File: config.mk
export PLATFORM = sky130hd
export DESIGN_NAME = base64_stream_decoder
export DESIGN_NICKNAME = d
export VERILOG_FILES = /design/src/hdl/bsd_pkg.sv /design/src/hdl/bsd_in_stage.sv /design/src/hdl/bsd_decode.sv /design/src/hdl/bsd_out_stage.sv /design/src/hdl/base64_stream_decoder.sv
export SDC_FILE = /design/constraint.sdc
export NUM_CORES = 1
export LEC_CHECK = 0
export ABC_AREA = 1
export BUFFER_PORTS_ARGS = -buffer_cell sky130_fd_sc_hd__buf_4
export CAP_MARGIN = 25
export CORE_MARGIN = 2
export CORE_UTILIZATION = 55
export CTS_BUF_LIST = sky130_fd_sc_hd__clkbuf_8
export CTS_CLUSTER_SIZE = 24
export DETAILED_ROUTE_END_ITERATION = 12
export PLACE_DENSITY = 0.78
export SETUP_SLACK_MARGIN = 0.3
export SLEW_MARGIN = 10
export SYNTH_ARGS = -nofsm -noshare
export SYNTH_HDL_FRONTEND = slang
export SYNTH_SLANG_ARGS = --single-unit
File: constraint.sdc
create_clock -name clk -period 3.17 [get_ports clk]
set_input_delay 0.634 -clock clk [delete_from_list [all_inputs] [get_ports clk]]
set_output_delay 0.634 -clock clk [all_outputs]
set_load 0.02 [all_outputs]
File: src/hdl/bsd_pkg.sv
`default_nettype none
// ---------------------------------------------------------------------------
// bsd_pkg: shared types and constants for the Base64 stream decoder
// Character codes, the sextet mapping and the item and result records.
// ---------------------------------------------------------------------------
package bsd_pkg;

    // Character codes
    localparam logic [7:0] CHAR_UPPER_A = 8'h41;
    localparam logic [7:0] CHAR_UPPER_Z = 8'h5a;
    localparam logic [7:0] CHAR_LOWER_A = 8'h61;
    localparam logic [7:0] CHAR_LOWER_Z = 8'h7a;
    localparam logic [7:0] CHAR_DIGIT_0 = 8'h30;
    localparam logic [7:0] CHAR_DIGIT_9 = 8'h39;
    localparam logic [7:0] CHAR_PLUS    = 8'h2b;
    localparam logic [7:0] CHAR_MINUS   = 8'h2d;
    localparam logic [7:0] CHAR_SLASH   = 8'h2f;
    localparam logic [7:0] CHAR_UNDER   = 8'h5f;
    localparam logic [7:0] CHAR_EQUALS  = 8'h3d;
    localparam logic [7:0] CHAR_PERIOD  = 8'h2e;
    localparam logic [7:0] CHAR_NEWLINE = 8'h0a;

    // Offsets of the lower-case and digit ranges in the alphabet
    localparam logic [7:0] LOWER_BASE = 8'd26;
    localparam logic [7:0] DIGIT_BASE = 8'd52;
    localparam logic [5:0] SEXTET_62  = 6'd62;
    localparam logic [5:0] SEXTET_63  = 6'd63;

    // Slot positions within a four-character group
    localparam logic [1:0] SLOT_0 = 2'd0;
    localparam logic [1:0] SLOT_1 = 2'd1;
    localparam logic [1:0] SLOT_2 = 2'd2;
    localparam logic [1:0] SLOT_3 = 2'd3;

    // One input item
    typedef struct packed {
        logic [7:0] char_in;
        logic       end_of_text;
    } in_item_t;

    // One result item
    typedef struct packed {
        logic [7:0] byte_out;
        logic       has_byte;
        logic       last;
        logic       truncated;
    } result_t;

    // Map a character to its 6-bit value; unknown characters give zero
    function automatic logic [5:0] sextet_of(input logic [7:0] c);
        logic [5:0] s;
        begin
            s = 6'd0;
            if (c >= CHAR_UPPER_A && c <= CHAR_UPPER_Z)
            begin
                s = 6'(c - CHAR_UPPER_A);
            end
            else if (c >= CHAR_LOWER_A && c <= CHAR_LOWER_Z)
            begin
                s = 6'(c - CHAR_LOWER_A + LOWER_BASE);
            end
            else if (c >= CHAR_DIGIT_0 && c <= CHAR_DIGIT_9)
            begin
                s = 6'(c - CHAR_DIGIT_0 + DIGIT_BASE);
            end
            else if (c == CHAR_PLUS || c == CHAR_MINUS)
            begin
                s = SEXTET_62;
            end
            else if (c == CHAR_SLASH || c == CHAR_UNDER)
            begin
                s = SEXTET_63;
            end
            return s;
        end
    endfunction

    // Pad characters
    function automatic logic is_pad(input logic [7:0] c);
        begin
            return (c == CHAR_EQUALS) || (c == CHAR_PERIOD);
        end
    endfunction

endpackage
`default_nettype wire

File: src/hdl/bsd_in_stage.sv
`default_nettype none
// ---------------------------------------------------------------------------
// bsd_in_stage: input register
// Captures one character per transfer and holds it until the decoder
// moves it on.
// ---------------------------------------------------------------------------
module bsd_in_stage
(
    input  wire logic             clk,
    input  wire logic             rst_n,
    input  wire logic             in_valid,
    output logic                  in_stall,
    input  wire bsd_pkg::in_item_t in_item,
    input  wire logic             advance,
    output logic                  item_valid,
    output bsd_pkg::in_item_t     item
);

    logic              valid_reg;
    logic              valid_next;
    bsd_pkg::in_item_t item_reg;
    logic              load;

    // Stall while the held item cannot move on
    assign in_stall = valid_reg && !advance;
    assign load     = in_valid && !in_stall;

    always_comb
    begin
        valid_next = valid_reg;
        if (load)
        begin
            valid_next = 1'b1;
        end
        else if (advance)
        begin
            valid_next = 1'b0;
        end
    end

    // Valid flag
    always_ff @(posedge clk or negedge rst_n)
    begin
        if (!rst_n)
        begin
            valid_reg <= 1'b0;
        end
        else
        begin
            valid_reg <= valid_next;
        end
    end

    // Payload
    always_ff @(posedge clk)
    begin
        if (load)
        begin
            item_reg <= in_item;
        end
    end

    assign item_valid = valid_reg;
    assign item       = item_reg;

endmodule
`default_nettype wire

File: src/hdl/bsd_decode.sv
`default_nettype none
// ---------------------------------------------------------------------------
// bsd_decode: group state and byte assembly
// Maps the held character, forms the byte for its slot and updates the
// slot, previous sextet and pad flag when the item moves on.
// ---------------------------------------------------------------------------
module bsd_decode
(
    input  wire logic              clk,
    input  wire logic              rst_n,
    input  wire logic              skip_newlines,
    input  wire logic              item_valid,
    input  wire bsd_pkg::in_item_t item,
    input  wire logic              advance,
    output logic                   emit,
    output bsd_pkg::result_t       result
);

    logic [1:0] slot_reg;
    logic [1:0] slot_next;
    logic [5:0] prior_reg;
    logic [5:0] prior_next;
    logic       pad_seen_reg;
    logic       pad_seen_next;

    logic       keep;
    logic       pad;
    logic       has;
    logic [7:0] byte_val;
    logic [5:0] s;

    assign keep = !(skip_newlines && item.char_in == bsd_pkg::CHAR_NEWLINE);
    assign s    = bsd_pkg::sextet_of(item.char_in);
    assign pad  = bsd_pkg::is_pad(item.char_in);

    // Byte assembly and next state
    always_comb
    begin
        has           = 1'b0;
        byte_val      = 8'd0;
        slot_next     = slot_reg;
        prior_next    = prior_reg;
        pad_seen_next = pad_seen_reg;
        if (keep)
        begin
            case (slot_reg)
                bsd_pkg::SLOT_0:
                begin
                    pad_seen_next = 1'b0;
                end
                bsd_pkg::SLOT_1:
                begin
                    byte_val = {prior_reg, s[5:4]};
                    has      = 1'b1;
                end
                bsd_pkg::SLOT_2:
                begin
                    if (pad)
                    begin
                        pad_seen_next = 1'b1;
                    end
                    else
                    begin
                        byte_val = {prior_reg[3:0], s[5:2]};
                        has      = 1'b1;
                    end
                end
                default:
                begin
                    if (!pad_seen_reg && !pad)
                    begin
                        byte_val = {prior_reg[1:0], s};
                        has      = 1'b1;
                    end
                    pad_seen_next = 1'b0;
                end
            endcase
            prior_next = s;
            slot_next  = slot_reg + 2'd1;
        end

        result.byte_out  = byte_val;
        result.has_byte  = has;
        result.last      = item.end_of_text;
        // A lone character in slot 0 leaves the next slot at one
        result.truncated = item.end_of_text && (slot_next == bsd_pkg::SLOT_1);

        // End of stream returns all state to reset
        if (item.end_of_text)
        begin
            slot_next     = bsd_pkg::SLOT_0;
            prior_next    = 6'd0;
            pad_seen_next = 1'b0;
        end

        emit = item_valid && (has || item.end_of_text);
    end

    // Group state
    always_ff @(posedge clk or negedge rst_n)
    begin
        if (!rst_n)
        begin
            slot_reg     <= bsd_pkg::SLOT_0;
            prior_reg    <= 6'd0;
            pad_seen_reg <= 1'b0;
        end
        else if (advance)
        begin
            slot_reg     <= slot_next;
            prior_reg    <= prior_next;
            pad_seen_reg <= pad_seen_next;
        end
    end

endmodule
`default_nettype wire

File: src/hdl/bsd_out_stage.sv
`default_nettype none
// ---------------------------------------------------------------------------
// bsd_out_stage: result register
// Holds one decoded result until the downstream side takes the transfer.
// ---------------------------------------------------------------------------
module bsd_out_stage
(
    input  wire logic             clk,
    input  wire logic             rst_n,
    input  wire logic             load,
    input  wire bsd_pkg::result_t result_in,
    output logic                  out_free,
    output logic                  out_valid,
    input  wire logic             out_stall,
    output bsd_pkg::result_t      result_out
);

    logic             valid_reg;
    logic             valid_next;
    bsd_pkg::result_t result_reg;

    // Room when empty or when the held result leaves this cycle
    assign out_free = !valid_reg || !out_stall;

    always_comb
    begin
        valid_next = valid_reg;
        if (load)
        begin
            valid_next = 1'b1;
        end
        else if (!out_stall)
        begin
            valid_next = 1'b0;
        end
    end

    // Valid flag
    always_ff @(posedge clk or negedge rst_n)
    begin
        if (!rst_n)
        begin
            valid_reg <= 1'b0;
        end
        else
        begin
            valid_reg <= valid_next;
        end
    end

    // Payload
    always_ff @(posedge clk)
    begin
        if (load)
        begin
            result_reg <= result_in;
        end
    end

    assign out_valid  = valid_reg;
    assign result_out = result_reg;

endmodule
`default_nettype wire

File: src/hdl/base64_stream_decoder.sv
`default_nettype none
// ---------------------------------------------------------------------------
// base64_stream_decoder: streaming Base64 character decoder
// One character in per transfer, at most one decoded byte out per character.
// ---------------------------------------------------------------------------
// The block takes one character per clock cycle while neither side stalls.
// The character sits in an input register, the slot logic forms the byte
// and updates the group state (slot, previous sextet, pad flag), whose loop
// closes within that logic and sets the rate, and the byte waits in a result
// register. Characters that give no byte leave no result; a character marked
// end_of_text always gives one result with last set, and truncated set when
// a lone character was left in slot 0. skip_newlines drops line feeds before
// decoding; it is to be written by the user only while the block is idle,
// and the block itself does not enforce this.
module base64_stream_decoder
(
    input  wire logic       clk,
    input  wire logic       rst_n,
    input  wire logic       cfg_write_en,
    input  wire logic       cfg_write_data,
    input  wire logic       in_valid,
    output logic            in_stall,
    input  wire logic [7:0] char_in,
    input  wire logic       end_of_text,
    output logic            out_valid,
    input  wire logic       out_stall,
    output logic [7:0]      byte_out,
    output logic            has_byte,
    output logic            last,
    output logic            truncated
);

    logic              skip_newlines_reg;
    bsd_pkg::in_item_t in_item;
    bsd_pkg::in_item_t item;
    logic              item_valid;
    logic              advance;
    logic              emit;
    logic              out_free;
    bsd_pkg::result_t  result;
    bsd_pkg::result_t  result_out;

    // Configuration register
    always_ff @(posedge clk or negedge rst_n)
    begin
        if (!rst_n)
        begin
            skip_newlines_reg <= 1'b0;
        end
        else if (cfg_write_en)
        begin
            skip_newlines_reg <= cfg_write_data;
        end
    end

    assign in_item.char_in     = char_in;
    assign in_item.end_of_text = end_of_text;

    // Items without a result move on even when the result register is full
    assign advance = item_valid && (!emit || out_free);

    bsd_in_stage u_in_stage
    (
        .clk        (clk),
        .rst_n      (rst_n),
        .in_valid   (in_valid),
        .in_stall   (in_stall),
        .in_item    (in_item),
        .advance    (advance),
        .item_valid (item_valid),
        .item       (item)
    );

    bsd_decode u_decode
    (
        .clk           (clk),
        .rst_n         (rst_n),
        .skip_newlines (skip_newlines_reg),
        .item_valid    (item_valid),
        .item          (item),
        .advance       (advance),
        .emit          (emit),
        .result        (result)
    );

    bsd_out_stage u_out_stage
    (
        .clk        (clk),
        .rst_n      (rst_n),
        .load       (advance && emit),
        .result_in  (result),
        .out_free   (out_free),
        .out_valid  (out_valid),
        .out_stall  (out_stall),
        .result_out (result_out)
    );

    assign byte_out  = result_out.byte_out;
    assign has_byte  = result_out.has_byte;
    assign last      = result_out.last;
    assign truncated = result_out.truncated;

endmodule
`default_nettype wire

==> results.sh, run 1 <==
export IMPL_outcome="finished clean"
export IMPL_synth_top_cell_area_share=0.2642
export IMPL_diodes=0
export IMPL_synth_nets=322
export IMPL_tns_ns=0
export IMPL_p_seq_frac=0.390
export IMPL_drt_iter0_drc=243
export IMPL_rows=23
export IMPL_synthFlopType="edfxtp_1"
export IMPL_syn_cell_area_sq_um=2273
export IMPL_cts_tree="done"
export IMPL_place_area_sq_um=2507
export IMPL_first_global_vias=1779
export IMPL_synth_edf_count=20
export IMPL_grt_max_degree=13
export IMPL_fp_dieArea_sq_um=4664
export IMPL_track_usage=0.2436
export IMPL_rsz0062_at_grt="no"
export IMPL_wl_met3_um=312
export IMPL_core_area_sq_um=4000
export IMPL_dpl_hpwl_mm=3.822
export IMPL_die_w_um=68.29
export IMPL_fin_cells=386
export IMPL_slew_violations=0
export IMPL_start_util=0.5683
export IMPL_switching_share=0.3994
export IMPL_arrival_ns=2.10
export IMPL_setup_viol=0
export IMPL_place_ws_ns=0.5742
export IMPL_via_per_inst=5.345
export IMPL_die_y_um=68.29
export IMPL_reg2reg_to="u_out_stage.result_out[3]"
export IMPL_dp_cells=367
export IMPL_power_frac_comb=0.417
export IMPL_yosys_warnings=0
export IMPL_wl_met2_mm=2.396
export IMPL_ctsHoldBuffers=0
export IMPL_hold_class="primary input to async pin"
export IMPL_clock_skew_ns=0.008207
export IMPL_wl_per_cell_um=13.27
export IMPL_p_clk_frac=0.193
export IMPL_fin_crit_ns=2.736
export IMPL_max_vdd_ir_drop_mv=0.4402
export IMPL_grt_pass1_wl_mm=8.376
export IMPL_gp_congestion=0.9194
export IMPL_num_nets_final=364
export IMPL_grt_remaining_overflow=0
export IMPL_io_pins=28
export IMPL_setup_slack_ns=0.4342
export IMPL_power_density_nw_per_um2=623.5
export IMPL_tightest_slew_ns=0.4450
export IMPL_cts_sinks=32
export IMPL_top_layer_used="met4"
export IMPL_antenna_found_initial=0
export IMPL_synth_area_leaders="edfxtp_1, nand2_1, dfrtp_1"
export IMPL_portBuffers=27
export IMPL_yosysTopAreaCell="edfxtp_1"
export IMPL_first_pass_iters=5
export IMPL_drt_wl_total_mm=5.124
export IMPL_synthTopCellsByCount="nand2_1, inv_1, nand3_1"
export IMPL_largest_register_ff_count=11
export IMPL_yosysSeqAreaShare=0.3963
export IMPL_rrSetupSlack_ns=0.72
export IMPL_numCtsBuffers=5
export IMPL_post_route_period_util=0.8630
export IMPL_r2r_start="u_in_stage.item[1]"
export IMPL_htree_levels=2
export IMPL_end_kind="output port"
export IMPL_hold_violations=0
export IMPL_drc=0
export IMPL_clock_path_buffers=2
export IMPL_synth_cell_types=26
export IMPL_net_switching_power_uw=671.4
export IMPL_worstSkewPairLatency_ns=0.28
export IMPL_drive_gt1_frac=0.2173
export IMPL_leakagePower_uw=0.001361
export IMPL_stdcell_area_sq_um=2696
export IMPL_required_ns=2.54
export IMPL_yosys_cell_count_top_type="nand2_1"
export IMPL_netlist_instances=293
export IMPL_intPower_uw=1010
export IMPL_cts_root_buf="clkbuf_8"
export IMPL_start_kind="flop"
export IMPL_total_power_uw=1681
export IMPL_syn_to_final_growth_pct=18.60
export IMPL_maxSlewHeadroom=0.7022
export IMPL_crit_type="flop to output port"
export IMPL_cts_clk_slew_worst_paths_ns=0.07
export IMPL_drt_met1_wl_mm=2.335
export IMPL_avgSynthCellArea_sq_um=7.759
export IMPL_cap_violations=0
export IMPL_synth_seq_cells=32
export IMPL_timing_fmax_mhz=365.5
export IMPL_reg2reg_depth=14
export IMPL_async_reset_ff_frac=0.3750
export IMPL_drt_antenna_violating_nets=0
export IMPL_num_vias=2063
export IMPL_crit_fanout=6
-- power groups by stage --
stage	clock (uW)	combinational, uW	sequential, uW
after floorplan	0	422	708
after global placement	0	657	662
after detailed placement	0	664	667
after CTS	332	667	659
after global routing	346	788	669
final	324	702	655
-- worst max-delay path, cell delays in order (launching register included) --
cell      delay, ns
edfxtp_1       0.53
ha_2           0.26
nand2_1        0.11
inv_1          0.07
nand3_2        0.10
nand3_2        0.12
nand2_1        0.10
nand3_2        0.11
nand2_4        0.09
nand3_1        0.12
inv_1          0.07
buf_4          0.13
-- repair_timing --
item / CTS / global route
gates resized for setup: 1 / 5
setup endpoints to repair: 1 / 1
pin swaps: 0 / 0
setup buffers: 0 / 11
-- cells by family after synthesis --
kind of cell | share of synthesized area
simple gates | 0.3302
xor+xnor | 0.02697
flops | 0.3963
compound gates | 0.08035
buf+inv | 0.08420
fa+ha+maj | 0.07705
mux | 0.004953
-- layer usage --
layer	vias up	global-route usage
met5	-	0
met4	0	0.07250
met3	9	0.04441
met2	79	0.3774
met1	951	0.3466
li1	1024	-
-- metrics by stage --
stage          hold slack (ns)    util
2_1_floorplan           0.3384       -
3_3_place_gp            0.4582  0.6268
3_5_place_dp            0.4621  0.6268
4_1_cts                 0.1793  0.6503
5_1_grt                 0.1816  0.6741
6_report                0.1850  0.6741
-- layout by cell type (no fill, tap or decap), types with 2 or more instances in the layout --
cell type,count
nand2_2,5
edfxtp_1,20
o21ai_0,15
nand3_2,3
nor2_1,18
ha_1,13
buf_4,39
nor3_1,3
xor2_1,7
a21oi_1,9
inv_2,3
clkinv_1,3
nand3_1,29
clkbuf_8,6
nor2_4,2
nand2_1,98
nand4_1,3
inv_4,2
o21ai_2,5
inv_1,33
dfrtp_1,12
-- worst max path at each step --
stage / start / end / slack, ns
global placement: u_in_stage.item[2] / in_stall / 0.63
finish: u_in_stage.item[1] / in_stall / 0.43
detailed placement: u_in_stage.item[1] / in_stall / 0.57
floorplan: u_in_stage.item[2] / u_out_stage.result_out[0] / 0.94
global route: u_in_stage.item[3] / in_stall / 0.30
CTS: u_in_stage.item[2] / in_stall / 0.32
-- area by class of cell --
| type | instances | area, sq um |
|---|---|---|
| inverters | 40 | 155.1 |
| flip-flops and latches | 32 | 900.9 |
| clock buffers | 6 | 82.58 |
| fillers | 336 | 1304 |
| clock inverters | 2 | 11.26 |
| well taps | 50 | 62.56 |
| multi-input cells | 217 | 1191 |
| repair buffers | 39 | 292.8 |
Power figures use the tool's default switching activity.
==> run 2: changes to the inputs <==
--- a/config.mk
+++ b/config.mk
@@ -9,11 +9,11 @@
 export BUFFER_PORTS_ARGS = -buffer_cell sky130_fd_sc_hd__buf_4
 export CAP_MARGIN = 25
 export CORE_MARGIN = 2
-export CORE_UTILIZATION = 55
+export CORE_UTILIZATION = 45
 export CTS_BUF_LIST = sky130_fd_sc_hd__clkbuf_8
 export CTS_CLUSTER_SIZE = 24
 export DETAILED_ROUTE_END_ITERATION = 12
-export PLACE_DENSITY = 0.78
+export PLACE_DENSITY = 0.66
 export SETUP_SLACK_MARGIN = 0.3
 export SLEW_MARGIN = 10
 export SYNTH_ARGS = -nofsm -noshare
==> run 2 against run 1 <==
Total power shrank 1.2%. Design area decreased by 1.1%. Global-route usage down 4.4 points. Non-clock buffer count down 5. Via count down 4.6%. Die area grew 21%. Highest routed layer unchanged. Combinational power down 2.8%. Critical path depth is 1 lower. Fmax is 0.92% higher. Clock skew is 0.0035 ns lower. Utilization down 12 points. Worst hold slack got worse by 0.0092 ns.
==> results.sh, run 2 (synthesis gave the netlist of run 1 again) <==
export IMPL_outcome="finished clean"
export IMPL_place_area_sq_um=2529
export IMPL_rows=25
export IMPL_cts_sinks=32
export IMPL_post_route_period_util=0.8552
export IMPL_tns_ns=0
export IMPL_tightest_slew_ns=0.4725
export IMPL_dpl_hpwl_mm=3.724
export IMPL_drt_antenna_violating_nets=0
export IMPL_layout_common_cells="nand2_1, inv_1, buf_4, nand3_1, edfxtp_1"
export IMPL_arrival_ns=2.08
export IMPL_die_w_um=75.08
export IMPL_grt_remaining_overflow=0
export IMPL_leakagePower_uw=0.001339
export IMPL_drive_gt1_frac=0.1994
export IMPL_io_pins=28
export IMPL_grt_pass1_wl_mm=8.404
export IMPL_cts_clk_slew_worst_paths_ns=0.07
export IMPL_rsz0062_at_grt="no"
export IMPL_drt_wl_total_mm=4.940
export IMPL_portBuffers=27
export IMPL_maxSlewHeadroom=0.6838
export IMPL_final_common_cell="nand2_1"
export IMPL_first_global_vias=1768
export IMPL_core_area_sq_um=4786
export IMPL_die_y_um=75.08
export IMPL_rrSetupSlack_ns=0.84
export IMPL_slew_violations=0
export IMPL_numCtsBuffers=5
export IMPL_fp_dieArea_sq_um=5636
export IMPL_stdcell_area_sq_um=2668
export IMPL_num_vias=1969
export IMPL_start_util=0.4750
export IMPL_worstSkewPairLatency_ns=0.28
export IMPL_setup_viol=0
export IMPL_start_kind="flop"
export IMPL_cap_violations=0
export IMPL_total_power_uw=1660
export IMPL_num_nets_final=359
export IMPL_hold_class="primary input to async pin"
export IMPL_crit_fanout=7
export IMPL_first_pass_iters=5
export IMPL_end_kind="output port"
export IMPL_diodes=0
export IMPL_cts_root_buf="clkbuf_8"
export IMPL_fin_cells=398
export IMPL_drc=0
export IMPL_max_vdd_ir_drop_mv=0.4177
export IMPL_antenna_found_initial=0
export IMPL_reg2reg_to="u_out_stage.result_out[4]"
export IMPL_grt_max_degree=13
export IMPL_htree_levels=2
export IMPL_drt_iter0_drc=184
export IMPL_track_usage=0.1992
export IMPL_fin_crit_ns=2.711
export IMPL_clock_skew_ns=0.004743
export IMPL_largest_register_ff_count=11
export IMPL_wl_per_cell_um=12.41
export IMPL_hold_violations=0
export IMPL_required_ns=2.54
export IMPL_power_density_nw_per_um2=622.4
export IMPL_via_per_inst=4.947
export IMPL_reg2reg_depth=15
export IMPL_syn_to_final_growth_pct=17.34
export IMPL_r2r_start="u_in_stage.item[1]"
export IMPL_timing_fmax_mhz=368.9
export IMPL_dp_cells=384
export IMPL_gp_congestion=0.8774
export IMPL_crit_type="flop to output port"
export IMPL_cts_tree="done"
export IMPL_clock_path_buffers=2
## run 2: changes by cell type in the layout (fill, tap and decap cells not counted), sizes merged
cell,previous run,this run
buf,39,34
## run 2: repair_timing
action / CTS / global route
endpoints found under the setup margin: 0 / 1
gates resized for setup: 0 / 2
hold buffers: 0 / 0
buffers inserted: 0 / 6
## run 2: metrics by stage
stage	worst slack [ns]	utilization	hold WS [ns]
3_5_place_dp	0.6265	0.5284	0.4759
4_1_cts	0.3043	0.5480	0.1753
5_1_grt	0.2915	0.5574	0.1782
3_3_place_gp	0.6209	0.5284	0.4648
2_1_floorplan	0.9373	-	0.3384
6_report	0.4590	0.5574	0.1759
## run 2: worst max-delay path, stage by stage, from the launching register on
cell,delay (ns)
edfxtp_1,0.51
inv_2,0.17
ha_1,0.27
inv_1,0.06
nor2_1,0.18
nand3b_4,0.11
nand3_2,0.11
nand2_4,0.06
nand3_1,0.11
inv_1,0.05
buf_4,0.15
## run 2: report_power, final
group | switching, uW | internal [uW] | leakage [uW]
combinational | 436 | 247 | 0.000941
sequential | 74.1 | 579 | 0.000349
clock | 152 | 173 | 0.0000486
## run 2: metal layers
layer / global-route usage / share of wire / vias to the layer above
met5: 0 / 0 / -
met4: 0.05357 / 0.014 / 0
met3: 0.03748 / 0.047 / 7
met2: 0.2973 / 0.44 / 51
met1: 0.2962 / 0.50 / 897
li1: - / - / 1014
## run 2: worst max path at each step
stage	slack, ns	cells after the start	end	start
final	0.46	10	in_stall	u_in_stage.item[3]
after global routing	0.29	10	in_stall	u_in_stage.item[3]
after CTS	0.30	12	in_stall	u_in_stage.item[2]
after detailed placement	0.63	12	in_stall	u_in_stage.item[2]
after global placement	0.62	11	in_stall	u_in_stage.item[1]
after floorplan	0.94	11	u_out_stage.result_out[0]	u_in_stage.item[2]
## run 2: final cells by class
class	count	area (sq um)
fill	455	2118
tap	67	83.83
inverter	40	152.6
clock inverter	2	11.26
timing repair buffer	34	255.2
multi-input combinational	217	1181
sequential	32	900.9
clock buffer	6	82.58
==> run 3: changes to the inputs <==
--- a/config.mk
+++ b/config.mk
@@ -5,7 +5,6 @@
 export SDC_FILE = /design/constraint.sdc
 export NUM_CORES = 1
 export LEC_CHECK = 0
-export ABC_AREA = 1
 export BUFFER_PORTS_ARGS = -buffer_cell sky130_fd_sc_hd__buf_4
 export CAP_MARGIN = 25
 export CORE_MARGIN = 2
@@ -13,7 +12,7 @@
 export CTS_BUF_LIST = sky130_fd_sc_hd__clkbuf_8
 export CTS_CLUSTER_SIZE = 24
 export DETAILED_ROUTE_END_ITERATION = 12
-export PLACE_DENSITY = 0.66
+export PLACE_DENSITY = 0.67
 export SETUP_SLACK_MARGIN = 0.3
 export SLEW_MARGIN = 10
 export SYNTH_ARGS = -nofsm -noshare
==> run 3 against run 2 <==
Clock-buffer cell count unchanged. Sequential power fell by 5.7%. Critical path type unchanged. Wire length fell by 2.0%. Non-clock buffer count grew 6. Global-route usage is 0.83 points lower. Sequential share of layout area up 0.99 points. Synthesized cell count shrank 28%. Largest cell class unchanged.
==> results.sh, run 3 <==
export IMPL_power_frac_comb=0.363
export IMPL_syn_cell_area_sq_um=2130
export IMPL_wl_per_cell_um=15.97
export IMPL_core_area_sq_um=4629
export IMPL_timing_fmax_mhz=359.1
export IMPL_drt_wl_total_mm=4.839
export IMPL_largest_register_ff_count=11
export IMPL_cts_tree="done"
export IMPL_synth_nets=240
export IMPL_avgSynthCellArea_sq_um=10.09
export IMPL_track_usage=0.1909
export IMPL_cts_clk_slew_worst_paths_ns=0.07
export IMPL_netlist_instances=211
export IMPL_total_power_uw=1610
export IMPL_power_density_nw_per_um2=621.3
export IMPL_slowest_delay_ns=0.37
export IMPL_drive_gt1_frac=0.2570
export IMPL_place_area_sq_um=2375
export IMPL_switching_share=0.3495
export IMPL_async_reset_ff_frac=0.3750
export IMPL_reg2reg_to="u_out_stage.result_out[3]"
export IMPL_clock_skew_ns=0.007690
export IMPL_die_y_um=72.79
export IMPL_grt_remaining_overflow=0
export IMPL_leakagePower_uw=0.001027
export IMPL_post_route_period_util=0.8784
export IMPL_ctsHoldBuffers=0
export IMPL_crit_type="flop to output port"
export IMPL_syn_to_final_growth_pct=21.68
export IMPL_yosys_cell_count_top_type="nand2_1"
export IMPL_antenna_found_initial=0
export IMPL_die_w_um=72.79
export IMPL_drt_iter0_drc=174
export IMPL_synth_seq_cells=32
export IMPL_end_kind="output port"
export IMPL_grt_pass1_wl_mm=7.852
export IMPL_p_seq_frac=0.382
export IMPL_max_vdd_ir_drop_mv=0.3190
export IMPL_drc=0
export IMPL_required_ns=2.54
export IMPL_io_pins=28
export IMPL_cts_sinks=32
export IMPL_setup_viol=0
export IMPL_synthTopCellsByCount="nand2_1, edfxtp_1, ha_1"
export IMPL_outcome="finished clean"
export IMPL_htree_levels=2
export IMPL_yosysSeqAreaShare=0.4230
export IMPL_critPathBufInv=2
export IMPL_dpl_hpwl_mm=3.461
export IMPL_start_kind="flop"
export IMPL_first_pass_iters=4
export IMPL_num_nets_final=277
export IMPL_drt_antenna_violating_nets=0
export IMPL_yosysTopAreaCell="edfxtp_1"
export IMPL_endpoint="in_stall"
export IMPL_tns_ns=0
export IMPL_crit_fanout=4
export IMPL_layout_common_cells="buf_4, nand2_1, edfxtp_1, ha_1, dfrtp_1"
export IMPL_rrSetupSlack_ns=0.47
export IMPL_stdcell_area_sq_um=2591
export IMPL_setup_slack_ns=0.3855
export IMPL_crit_slowest_cell="edfxtp_1"
export IMPL_r2r_start="u_in_stage.item[3]"
export IMPL_cap_violations=0
export IMPL_first_global_vias=1706
export IMPL_portBuffers=27
export IMPL_yosys_warnings=0
export IMPL_crit_chain="inv_1, ha_1, and4b_2, a221oi_4, o21ai_2, a21oi_2, o21ai_1, nor2_1, buf_4"
export IMPL_place_ws_ns=0.3883
export IMPL_gp_congestion=0.9146
export IMPL_synth_edf_count=20
export IMPL_rsz0062_at_grt="yes"
export IMPL_grt_max_degree=14
export IMPL_crit_path_start="u_in_stage.item[2]"
export IMPL_rows=25
export IMPL_hold_violations=0
export IMPL_critPathTopFamily="compound AO/OA/AOI/OAI gates"
export IMPL_maxSlewHeadroom=0.6369
export IMPL_synth_top_cell_area_share=0.2820
export IMPL_hold_class="primary input to async pin"
export IMPL_worstSkewPairLatency_ns=0.29
export IMPL_reg2reg_depth=8
export IMPL_clock_path_buffers=2
export IMPL_net_switching_power_uw=562.7
export IMPL_cts_root_buf="clkbuf_8"
export IMPL_start_util=0.4600
export IMPL_final_common_cell="buf_4"
export IMPL_intPower_uw=1047
export IMPL_synth_area_leaders="edfxtp_1, dfrtp_1, ha_1"
export IMPL_synth_cell_types=54
export IMPL_diodes=0
export IMPL_numCtsBuffers=5
export IMPL_synthFlopType="edfxtp_1"
export IMPL_arrival_ns=2.15
export IMPL_fin_crit_ns=2.784
export IMPL_tightest_slew_ns=0.5400
export IMPL_via_per_inst=6.023
export IMPL_slew_violations=0
export IMPL_num_vias=1825
export IMPL_cp_depth=9
export IMPL_fp_dieArea_sq_um=5298
export IMPL_p_clk_frac=0.254
-- run 3: what timing repair did --
action,4_1_cts,5_1_grt
pin swaps,0,2
setup endpoints to repair,1,3
setup buffers,4,5
gates resized for setup,4,4
-- run 3: through the flow --
stage / utilization / hold slack (ns) / instances
after floorplan: - / 0.3384 / 211
after global placement: 0.5130 / 0.4732 / 286
after detailed placement: 0.5130 / 0.4726 / 286
after CTS: 0.5495 / 0.1738 / 298
after global routing: 0.5597 / 0.1805 / 303
final: 0.5597 / 0.1699 / 303
-- run 3: cell type report --
type / instances / area (sq um)
multi-input combinational: 159 / 1169
inverter: 10 / 37.54
fill: 404 / 2038
clock buffer: 6 / 82.58
tap: 54 / 67.56
timing repair buffer: 40 / 300.3
sequential: 32 / 900.9
clock inverter: 2 / 33.78
-- run 3: per-layer routing --
layer / part of all wire / track usage / up-vias
met1: 0.44 / 0.2412 / 880
met4: 0.027 / 0.08436 / 0
met5: 0 / 0 / -
li1: - / - / 872
met2: 0.49 / 0.3111 / 61
met3: 0.049 / 0.04558 / 12
-- run 3: how the worst min path moves through the flow --
stage | from | end | slack, ns | cells past startpoint
after floorplan | rst_n | skip_newlines_reg | 0.34 | 0
after global placement | u_decode.prior_reg[4] | u_decode.prior_reg[4] | 0.47 | 2
after detailed placement | u_decode.prior_reg[4] | u_decode.prior_reg[4] | 0.47 | 2
after CTS | rst_n | u_decode.prior_reg[4] | 0.17 | 1
after global routing | rst_n | u_decode.prior_reg[4] | 0.18 | 1
final | rst_n | u_decode.prior_reg[4] | 0.17 | 1
-- run 3: power groups by stage --
| stage | clock network [uW] | registers (uW) | logic [uW] |
|---|---|---|---|
| 6_report | 409 | 616 | 585 |
| 5_1_grt | 431 | 626 | 639 |
| 4_1_cts | 413 | 615 | 573 |
| 3_5_place_dp | 0 | 627 | 552 |
| 3_3_place_gp | 0 | 625 | 551 |
| 2_1_floorplan | 0 | 663 | 336 |
-- run 3: logic make-up (layout without fill, tap and decap cells) --
logic type | count (synthesis) | count (layout) | share of synthesized area
compound gates | 57 | 57 | 0.2051
xor+xnor | 9 | 9 | 0.03702
fa+ha+maj | 14 | 14 | 0.08226
buf+inv | 20 | 58 | 0.04348
flops | 32 | 32 | 0.4230
mux | 3 | 3 | 0.01586
simple gates | 76 | 76 | 0.1933
